File: config.mk
export PLATFORM = sky130hd
export DESIGN_NAME = clock_offset_tracker
export DESIGN_NICKNAME = d
export VERILOG_FILES = /design/src/hdl/cot_pkg.sv /design/src/hdl/cot_table.sv /design/src/hdl/cot_calc.sv /design/src/hdl/clock_offset_tracker.sv
export SDC_FILE = /design/constraint.sdc
export NUM_CORES = 2
export LEC_CHECK = 0
export BUFFER_PORTS_ARGS = -buffer_cell sky130_fd_sc_hd__buf_4
export CAP_MARGIN = 25
export CORE_MARGIN = 1.5
export CORE_UTILIZATION = 45
export DETAILED_ROUTE_END_ITERATION = 8
export PLACE_DENSITY_LB_ADDON = 0.15
export SETUP_SLACK_MARGIN = 0.5
export SLEW_MARGIN = 5
export SYNTH_ARGS = -nofsm -noshare
export SYNTH_HDL_FRONTEND = slang
export SYNTH_HIERARCHICAL = 1
export SYNTH_SLANG_ARGS = --single-unit
File: constraint.sdc
create_clock -name clock -period 13.7 [get_ports clock]
set_clock_uncertainty 0.15 [all_clocks]
set_input_delay 0.685 -clock clock [delete_from_list [all_inputs] [get_ports clock]]
set_output_delay 0.685 -clock clock [all_outputs]
set_load 0.1 [all_outputs]
File: src/hdl/cot_pkg.sv
// Package with constants and shared types for the clock offset tracker.
package cot_pkg;

   localparam int PEER_COUNT = 8;
   localparam int PEER_IDX_W = (PEER_COUNT > 1) ? $clog2(PEER_COUNT) : 1;

   localparam int STAMP_W = 31;
   localparam int LIMIT_W = 24;
   localparam int VALUE_W = 32;
   localparam int PEER_W  = 4;

   localparam logic [LIMIT_W-1:0] LIMIT_RESET = LIMIT_W'(60000);
   localparam logic signed [VALUE_W-1:0] DELAY_RESET = 32'sh7FFF_FFFF;
   localparam logic signed [VALUE_W-1:0] OFFSET_RESET = '0;

   localparam int REQ_DATA_W = 168;
   localparam int RSP_DATA_W = 96;

   typedef enum logic {
      OP_SAMPLE  = 1'b0,
      OP_CONVERT = 1'b1
   } opcode_type;

   typedef struct packed {
      opcode_type          opcode;
      logic [PEER_W-1:0]   peer;
      logic                request_ok;
      logic                response_ok;
      logic [STAMP_W-1:0]  req_sent_time;
      logic [STAMP_W-1:0]  req_recv_time;
      logic [STAMP_W-1:0]  resp_sent_time;
      logic [STAMP_W-1:0]  resp_recv_time;
      logic [STAMP_W-1:0]  remote_stamp;
   } item_type;

   typedef struct packed {
      logic [STAMP_W-1:0]        local_stamp;
      logic                      entry_updated;
      logic signed [VALUE_W-1:0] best_delay;
      logic signed [VALUE_W-1:0] best_offset;
   } result_type;

   typedef struct packed {
      logic                      en;
      logic [PEER_IDX_W-1:0]     idx;
      logic signed [VALUE_W-1:0] delay;
      logic signed [VALUE_W-1:0] offset;
   } tbl_wr_type;

endpackage

File: src/hdl/cot_table.sv
// Per-peer table of best round-trip delay and clock offset, held in flip-flops.
module cot_table (
   input  logic                               clock,
   input  logic                               reset,
   input  logic [cot_pkg::PEER_IDX_W-1:0]     rd_idx,
   output logic signed [cot_pkg::VALUE_W-1:0] rd_delay,
   output logic signed [cot_pkg::VALUE_W-1:0] rd_offset,
   input  cot_pkg::tbl_wr_type                tbl_wr
);

   logic signed [cot_pkg::VALUE_W-1:0] delay_ff  [cot_pkg::PEER_COUNT];
   logic signed [cot_pkg::VALUE_W-1:0] offset_ff [cot_pkg::PEER_COUNT];

   always_ff @(posedge clock) begin
      if (reset) begin
         for (int i = 0; i < cot_pkg::PEER_COUNT; i++) begin
            delay_ff[i]  <= cot_pkg::DELAY_RESET;
            offset_ff[i] <= cot_pkg::OFFSET_RESET;
         end
      end else if (tbl_wr.en) begin
         delay_ff[tbl_wr.idx]  <= tbl_wr.delay;
         offset_ff[tbl_wr.idx] <= tbl_wr.offset;
      end
   end

   assign rd_delay  = delay_ff[rd_idx];
   assign rd_offset = offset_ff[rd_idx];

endmodule

File: src/hdl/cot_calc.sv
// Delay, offset and timestamp conversion logic for one registered transaction.
module cot_calc (
   input  cot_pkg::item_type                  item,
   input  logic                               fire,
   input  logic [cot_pkg::LIMIT_W-1:0]        resync_limit,
   output logic [cot_pkg::PEER_IDX_W-1:0]     rd_idx,
   input  logic signed [cot_pkg::VALUE_W-1:0] rd_delay,
   input  logic signed [cot_pkg::VALUE_W-1:0] rd_offset,
   output cot_pkg::tbl_wr_type                tbl_wr,
   output cot_pkg::result_type                result
);

   logic               peer_ok;
   logic signed [33:0] t1, t2, t3, t4, stamp, limit;
   logic signed [33:0] old_delay, old_offset;
   logic signed [33:0] delay_raw, sum, half, jump_s, jump;
   logic signed [33:0] diff, shifted;
   logic signed [31:0] new_delay, new_offset;
   logic [cot_pkg::STAMP_W-1:0] converted;
   logic               update, keep;

   always_comb begin
      peer_ok = (item.peer != '0) && (int'(item.peer) <= cot_pkg::PEER_COUNT);
      rd_idx  = cot_pkg::PEER_IDX_W'(item.peer - cot_pkg::PEER_W'(1));

      t1    = signed'({3'b000, item.req_sent_time});
      t2    = signed'({3'b000, item.req_recv_time});
      t3    = signed'({3'b000, item.resp_sent_time});
      t4    = signed'({3'b000, item.resp_recv_time});
      stamp = signed'({3'b000, item.remote_stamp});
      limit = signed'({10'b0, resync_limit});
      old_delay  = 34'(rd_delay);
      old_offset = 34'(rd_offset);

      delay_raw = (t4 - t1) - (t3 - t2);
      if (delay_raw > 34'sh0_7FFF_FFFF) begin
         new_delay = 32'sh7FFF_FFFF;
      end else if (delay_raw < -34'sh0_8000_0000) begin
         new_delay = -32'sh8000_0000;
      end else begin
         new_delay = delay_raw[31:0];
      end

      // Halve with truncation toward zero.
      sum        = (t2 - t1) + (t3 - t4);
      half       = (sum + ((sum[33] && sum[0]) ? 34'sd1 : 34'sd0)) >>> 1;
      new_offset = half[31:0];

      jump_s = old_offset - 34'(new_offset);
      jump   = jump_s[33] ? -jump_s : jump_s;

      update = (item.opcode == cot_pkg::OP_SAMPLE) && peer_ok && item.request_ok
               && item.response_ok && ((34'(new_delay) < old_delay) || (jump > limit));

      diff    = old_offset[33] ? -old_offset : old_offset;
      keep    = (diff < limit) && (diff <= old_delay);
      shifted = stamp - old_offset;
      if (shifted[33]) begin
         converted = '0;
      end else if (shifted > 34'sh0_7FFF_FFFF) begin
         converted = '1;
      end else begin
         converted = shifted[cot_pkg::STAMP_W-1:0];
      end

      tbl_wr.en     = update && fire;
      tbl_wr.idx    = rd_idx;
      tbl_wr.delay  = new_delay;
      tbl_wr.offset = new_offset;

      if (item.opcode == cot_pkg::OP_SAMPLE) begin
         result.local_stamp = '0;
      end else if (!peer_ok || item.remote_stamp == '0 || keep) begin
         result.local_stamp = item.remote_stamp;
      end else begin
         result.local_stamp = converted;
      end
      result.entry_updated = update;
      if (!peer_ok) begin
         result.best_delay  = cot_pkg::DELAY_RESET;
         result.best_offset = cot_pkg::OFFSET_RESET;
      end else if (update) begin
         result.best_delay  = new_delay;
         result.best_offset = new_offset;
      end else begin
         result.best_delay  = rd_delay;
         result.best_offset = rd_offset;
      end
   end

endmodule

File: src/hdl/clock_offset_tracker.sv
// Each taken request is held in the input register; its result is then loaded into the result register.
// Throughput: one transaction per cycle unless a held result stalls it, bounded by the single
// table read-modify-write between the input register and the result register.
// Reset: synchronous; clears both pipeline stages, sets every delay entry to the largest
// positive value, every offset entry to zero and the resync limit to 60000.
module clock_offset_tracker (
   input  logic                             clock,
   input  logic                             reset,
   input  logic                             csr_wr_en,
   input  logic [cot_pkg::LIMIT_W-1:0]      csr_wr_data,   // resync_limit
   input  logic                             req_tvalid,
   output logic                             req_tready,
   // peer[3:0], request_ok[4], response_ok[5], req_sent_time[36:6],
   // req_recv_time[67:37], resp_sent_time[98:68], resp_recv_time[129:99],
   // remote_stamp[160:130], zero fill[167:161]
   input  logic [cot_pkg::REQ_DATA_W-1:0]   req_tdata,
   input  logic                             req_tuser,     // opcode
   output logic                             rsp_tvalid,
   input  logic                             rsp_tready,
   // local_stamp[30:0], entry_updated[31], best_delay[63:32], best_offset[95:64]
   output logic [cot_pkg::RSP_DATA_W-1:0]   rsp_tdata
);

   logic [cot_pkg::LIMIT_W-1:0] limit_ff;
   logic                        in_valid_ff, in_valid_in;
   cot_pkg::item_type           item_ff, item_in;
   logic                        rsp_valid_ff, rsp_valid_in;
   cot_pkg::result_type         rsp_ff, result;
   logic                        advance;
   logic [cot_pkg::PEER_IDX_W-1:0]     rd_idx;
   logic signed [cot_pkg::VALUE_W-1:0] rd_delay, rd_offset;
   cot_pkg::tbl_wr_type                tbl_wr;

   assign advance    = in_valid_ff && (!rsp_valid_ff || rsp_tready);
   assign req_tready = !in_valid_ff || advance;

   always_comb begin
      item_in.opcode         = cot_pkg::opcode_type'(req_tuser);
      item_in.peer           = req_tdata[3:0];
      item_in.request_ok     = req_tdata[4];
      item_in.response_ok    = req_tdata[5];
      item_in.req_sent_time  = req_tdata[36:6];
      item_in.req_recv_time  = req_tdata[67:37];
      item_in.resp_sent_time = req_tdata[98:68];
      item_in.resp_recv_time = req_tdata[129:99];
      item_in.remote_stamp   = req_tdata[160:130];

      in_valid_in = req_tvalid || (in_valid_ff && !advance);
      if (!req_tready) begin
         in_valid_in = in_valid_ff;
      end
      rsp_valid_in = advance || (rsp_valid_ff && !rsp_tready);
   end

   always_ff @(posedge clock) begin
      if (reset) begin
         limit_ff     <= cot_pkg::LIMIT_RESET;
         in_valid_ff  <= 1'b0;
         rsp_valid_ff <= 1'b0;
      end else begin
         if (csr_wr_en) begin
            limit_ff <= csr_wr_data;
         end
         in_valid_ff  <= in_valid_in;
         rsp_valid_ff <= rsp_valid_in;
      end
   end

   always_ff @(posedge clock) begin
      if (req_tvalid && req_tready) begin
         item_ff <= item_in;
      end
      if (advance) begin
         rsp_ff <= result;
      end
   end

   cot_calc u_calc (
      .item         (item_ff),
      .fire         (advance),
      .resync_limit (limit_ff),
      .rd_idx       (rd_idx),
      .rd_delay     (rd_delay),
      .rd_offset    (rd_offset),
      .tbl_wr       (tbl_wr),
      .result       (result)
   );

   cot_table u_table (
      .clock     (clock),
      .reset     (reset),
      .rd_idx    (rd_idx),
      .rd_delay  (rd_delay),
      .rd_offset (rd_offset),
      .tbl_wr    (tbl_wr)
   );

   assign rsp_tvalid = rsp_valid_ff;
   assign rsp_tdata  = {rsp_ff.best_offset, rsp_ff.best_delay,
                        rsp_ff.entry_updated, rsp_ff.local_stamp};

   a_reset_empty : assert property (@(posedge clock) reset |=> !rsp_tvalid)
      else $error("Result valid right after reset.");

   a_stall_cause : assert property (@(posedge clock) disable iff (reset)
      !req_tready |-> (in_valid_ff && rsp_valid_ff && !rsp_tready))
      else $error("Request side stalled without a blocked result.");

   a_write_on_move : assert property (@(posedge clock) disable iff (reset)
      tbl_wr.en |-> (advance && result.entry_updated))
      else $error("Table written without a transaction moving forward.");

   a_update_loads : assert property (@(posedge clock) disable iff (reset)
      tbl_wr.en |=> (rsp_tvalid && rsp_tdata[31]))
      else $error("Table update not reported in the result.");

endmodule
* After elaboration in Yosys (flattened, before gate mapping) *
Memories as Yosys holds them, arrays and structs flattened.
Cells that the tools add are included.

word-level totals
  memory bits (writable) = 512
  ROM bits = 0
  logic and storage cells = 87
  latch bits = 0
  memories kept = 2
  output and inout bits = 98
  bits in registers = 284
  input bits = 198

operators by class
  bitwise logic cells = 1
  reductions and logical operators = 28
  muxes and demuxes = 20
  order comparisons = 8
  multipliers = 0
  shift operators = 0
  add/sub/neg operators = 12
  divide/modulo/power cells = 0
  eq/ne operators = 0

memory list
  memory             depth  width  rd ports  clocked after memory_dff  write ports  line             text
  u_table.delay_ff   8      32     1         0                         8            cot_table.sv:11  logic signed [cot_pkg::VALUE_W-1:0] delay_ff [cot_pkg::PEER_COUNT];
  u_table.offset_ff  8      32     1         0                         8            cot_table.sv:12  logic signed [cot_pkg::VALUE_W-1:0] offset_ff [cot_pkg::PEER_COUNT];

operators with widths
  kind                  count
  $mux 32               4
  $sub 31x31->32        4
  $mux 31               3
  $gt 34x32->1 const B  2
  $mux 34               2
  $sub 32x32->33        2
  $mux 64               1
  $reduce_or 32->1      2
  $gt 34x25->1          1
  $le 34x32->1          1
  $lt 34x25->1          1
  $lt 34x32->1 const B  1
  $neg 32->34           1
  $neg 34->34           1
  $sub 34x34->34        1
  $add 32x32->33        1
  $add 33x2->33         1
  $lt 32x32->1          1
  $logic_not 31->1      1
  $logic_and 1x1->1     12
  $mux 1                8
  $logic_or 1x1->1      7
  $mux 3                2
  $logic_not 1->1       5
  4 further kinds       4

* Depth between registers and ports, before layout *
  depth after elaboration = 17
  mapped depth = 78
  mapped depth without buffers = 72

* By module *
The synthesis kept the hierarchy.

modules (own cells, without submodules)
  module                sequential area each (µm²)  times used  cells each  area each (µm²)
  cot_table             15374.7                     1           1381        22984.5
  cot_calc              0.0                         1           2832        19537.5
  clock_offset_tracker  8267.9                      1           346         8714.6

* Worst setup path before layout *
No wires, ideal clock.

  path type = reg2reg
  start = reg item_ff[93] (netlist bit)
  end = mem u_table/delay_ff[0][0] (netlist bit) (enable)
  clock period less this slack = 14.652 ns
  path slack = -0.952 ns
  library setup time = 0.421 ns
  data required time = 13.129 ns
  path buffers = 4
  stages on the path, launching flop included = 75
  arrival = 14.082 ns
  cell sequence = edfxtp_1 > inv_1 > ha_1 > inv_1 > fa_1 > a21o_1 > a21oi_1 > o21ai_0 > a21oi_1 > o21ai_0 > a21oi_1 > o21ai_0 > a21oi_1 > o21bai_1 > a21oi_1 > o21bai_1 > a211o_1 > nand2_1 > (+39 left out) > nor2_1 > nor2_1 > a21oi_1 > a211oi_1 > o21ai_0 > a221oi_1 > o21ai_0 > a21o_1 > a21oi_1 > o22a_1 > o211ai_1 > a21o_1 > o31ai_4 > nand2_4 > and3_1 > nor3b_2 > clkbuf_1 > a21o_1

RTL lines
  what                      line                        text
  start: declaration        clock_offset_tracker.sv:26  cot_pkg::item_type item_ff, item_in;
  start signal: assignment  clock_offset_tracker.sv:71  item_ff <= item_in;
  end: declaration          cot_table.sv:11

==> flow_summary.toml <==
[global_route]
antenna_found_initial = 1
grt_max_degree = 78
overflow = 0
grt_pass1_wl_um = 238000
grt_pass1_vias = 38792
grt_use_total_pct = 27.1

[timing]
period_needed_ps = 13190
period_share_pct = 96.3
finalSetupViolations = 0
max_slew.worst_pin.slew_ps = 1160
drv_slew = 0
finalSetupTns_ps = 0
hold_viol = 0
rsz0062_at_grt = "true"
setup_ws_ps = 512
slew_headroom_pct = 22.2
fmax_mhz = 75.8

[route]
viasPerCell = 5.87
routedWlPerCell_um = 24.0
wl_um = 165000
dr_total_vias = 40198
detail-route-antenna-nets = 0
drtPass1Iterations = 6
drt_iter0_drc = 4010
drc = 0

[power_and_ir_drop]
clock_power_share_pct = 19.1
switching_power_w = 0.00559
comb_power_share_pct = 58.1
power-per-cell-area_mw_per_mm2 = 195
seqPwrFrac_pct = 22.7
ir_drop_uv = 153
p_leak_nw = 25.2
cellInternalPower_w = 0.00689
power.share.switching_pct = 44.8

[final_layout]
finalInstanceArea_mm2 = 0.0639
stdcell_count = 6853
layout-area-overhead-vs-synth_pct = 24.7
nNetsFinal = 5845
antennaDiodeCount = 0
regArea_mm2 = 0.0236
drive_gt1_share_pct = 26.1
n_fill_cell = 9503
multi_input_area_mm2 = 0.0265

[yosys]
yosysWarnings = 6
synth.cell_area_mm2 = 0.0512
synth_area_per_cell_um2 = 11.2
ys_ff_latch = 796
synth_cells = 4559
synth_cell_types = 117
yosysTopAreaCell = "edfxtp_1"
synth.most_common_cell = "edfxtp_1"
synth-edff-count = 770
post-synth-top-area-fraction_pct = 45.1
async_flop_share_pct = 0
synth-seq-area-share_pct = 46.1
netlist_top_cells_area = "edfxtp_1 45%, ha_1 8.7%, mux4_2 5.6%"
synth_flop_cell = "edfxtp_1"
synth_common_cells = "770 x edfxtp_1, 357 x ha_1, 324 x inv_1"

[placement]
port_buffers = 288
dpl_worst_slack_ps = -427
place_congestion = 0.944
place_area_mm2 = 0.0579
dp_cells = 6516
place_hpwl_um = 115000

[floorplanning]
start_util_pct = 45.5
rows = 123
die_w_um = 340
dieArea_mm2 = 0.116
die_h_um = 340
io_pins = 296
core_mm2 = 0.113

[clock_tree]
cts_buffer_depth = 3
clock_latency_ps = 710
cts.clk_slew.worst_paths_ps = 60
cts.root.buffer_cell = "clkbuf_16"
cts_tree = "done"
cts_buffers = 88
htreeDepth = 3
cts_sinks = 796

[critical_path]
critPathCaptureType = "register"
worstPathArrival_ps = 13500
max_stage_delay_ps = 690
crit_required_ps = 14010
reg2reg_depth = 65
crit_slowest_cell = "or4b_2"
crit_type = "register to register"
crit_path_start_kind = "register"
path_max_fanout = 8

[worst_hold_path]
min_path_cells = 1
min_path_type = "primary input to register"

[job]
cap_viol_max_count = 0

[outcome]
outcome = "complete, no violations"
## power groups by stage
stage	sequential (W)	combinational, W	clock (W)
2_1_floorplan	0.00309	0.00377	0
3_3_place_gp	0.00289	0.00668	0
3_5_place_dp	0.00289	0.00674	0
4_1_cts	0.00284	0.00694	0.00243
5_1_grt	0.00285	0.00776	0.00251
6_report	0.00284	0.00725	0.00239
## sequential cells by signal, summed over array words and instances, names as in the netlist
name / count
item_ff: 162
rsp_tdata: 96
rsp_tvalid: 1
u_table/delay_ff: 256
limit_ff: 24
in_valid_ff: 1
u_table/offset_ff: 256
## layout by cell type (no fill, tap or decap), types with 28 or more instances in the layout
| master | n |
|---|---|
| a211oi_1 | 40 |
| a21o_1 | 96 |
| a21oi_1 | 207 |
| and2_1 | 28 |
| and3_1 | 179 |
| and3_4 | 110 |
| buf_12 | 38 |
| buf_4 | 689 |
| clkbuf_16 | 104 |
| dlygate4sd3_1 | 95 |
| edfxtp_1 | 770 |
| ha_1 | 349 |
| inv_1 | 318 |
| mux2_2 | 67 |
| mux4_2 | 128 |
| nand2_1 | 152 |
| nand2b_1 | 44 |
| nand3_1 | 74 |
| nand4_1 | 60 |
| nor2_1 | 258 |
| nor2b_1 | 33 |
| nor3_1 | 92 |
| o21a_1 | 36 |
| o21ai_0 | 136 |
| o2bb2ai_1 | 33 |
| or3_1 | 280 |
| xnor2_1 | 170 |
| xor2_1 | 75 |
## metal layers
layer,up-vias,track usage [%],wire (um)
li1,18745,-,-
met1,19441,37.7,69700
met2,1757,42.3,73900
met3,255,5.72,15100
met4,0,8.52,5890
met5,-,0,0
## kinds of logic (layout without fill, tap and decap cells)
group | count (synthesis) | after routing | synth area share (%)
compound gates | 904 | 905 | 12.2
mux | 222 | 222 | 7.63
other cells | 1 | 2 | 0.00732
fa+ha+maj | 376 | 376 | 9.25
xor+xnor | 267 | 267 | 4.74
flops | 796 | 796 | 46.1
simple gates | 1434 | 1435 | 15.5
buf+inv | 559 | 1350 | 4.53
## cell type report
type / instances / share of cell area, %
multi-input cells: 3207 / 41.4
flip-flops and latches: 796 / 37.0
repair buffers: 863 / 12.1
clock buffers: 109 / 3.59
well taps: 1500 / 2.94
inverters: 326 / 1.93
clock inverters: 52 / 0.969
## what timing repair did
action	CTS	global route
buffers inserted	39	8
hold endpoints to repair	95	0
gates cloned	6	27
pin swaps	46	43
hold buffers	95	0
gates resized for setup	73	189
endpoints found under the setup margin	1089	1089
## path summary, 6_finish.rpt
check,startpoint,end,slack [ps]
min,req_tdata[100],item_ff[32],40
min reg2reg,in_valid_ff,rsp_tvalid,320
max reg2reg,item_ff[93],u_table/delay_ff[3][0],510
max,item_ff[93],u_table/delay_ff[3][0],510
## worst max-delay path, delay by kind of cell, from the launching register on
kind / cells / cell delay [ps]
XOR/XNOR: 4 / 760
buffers and inverters: 5 / 670
AND/OR/NAND/NOR: 17 / 3260
AO/OA/AOI/OAI: 33 / 6020
adder cells (fa/ha/maj): 6 / 1670
flip-flops: 1 / 380
## through the flow
stage	util, %	total power, W	hold slack, ps
floorplan	-	0.00685	284
global placement	51.4	0.00957	300
detailed placement	51.4	0.00963	316
CTS	55.4	0.0122	0.194
global route	56.7	0.0131	6.44
finish	56.7	0.0125	35.7
No activity file was read; power rests on OpenSTA's default activity.
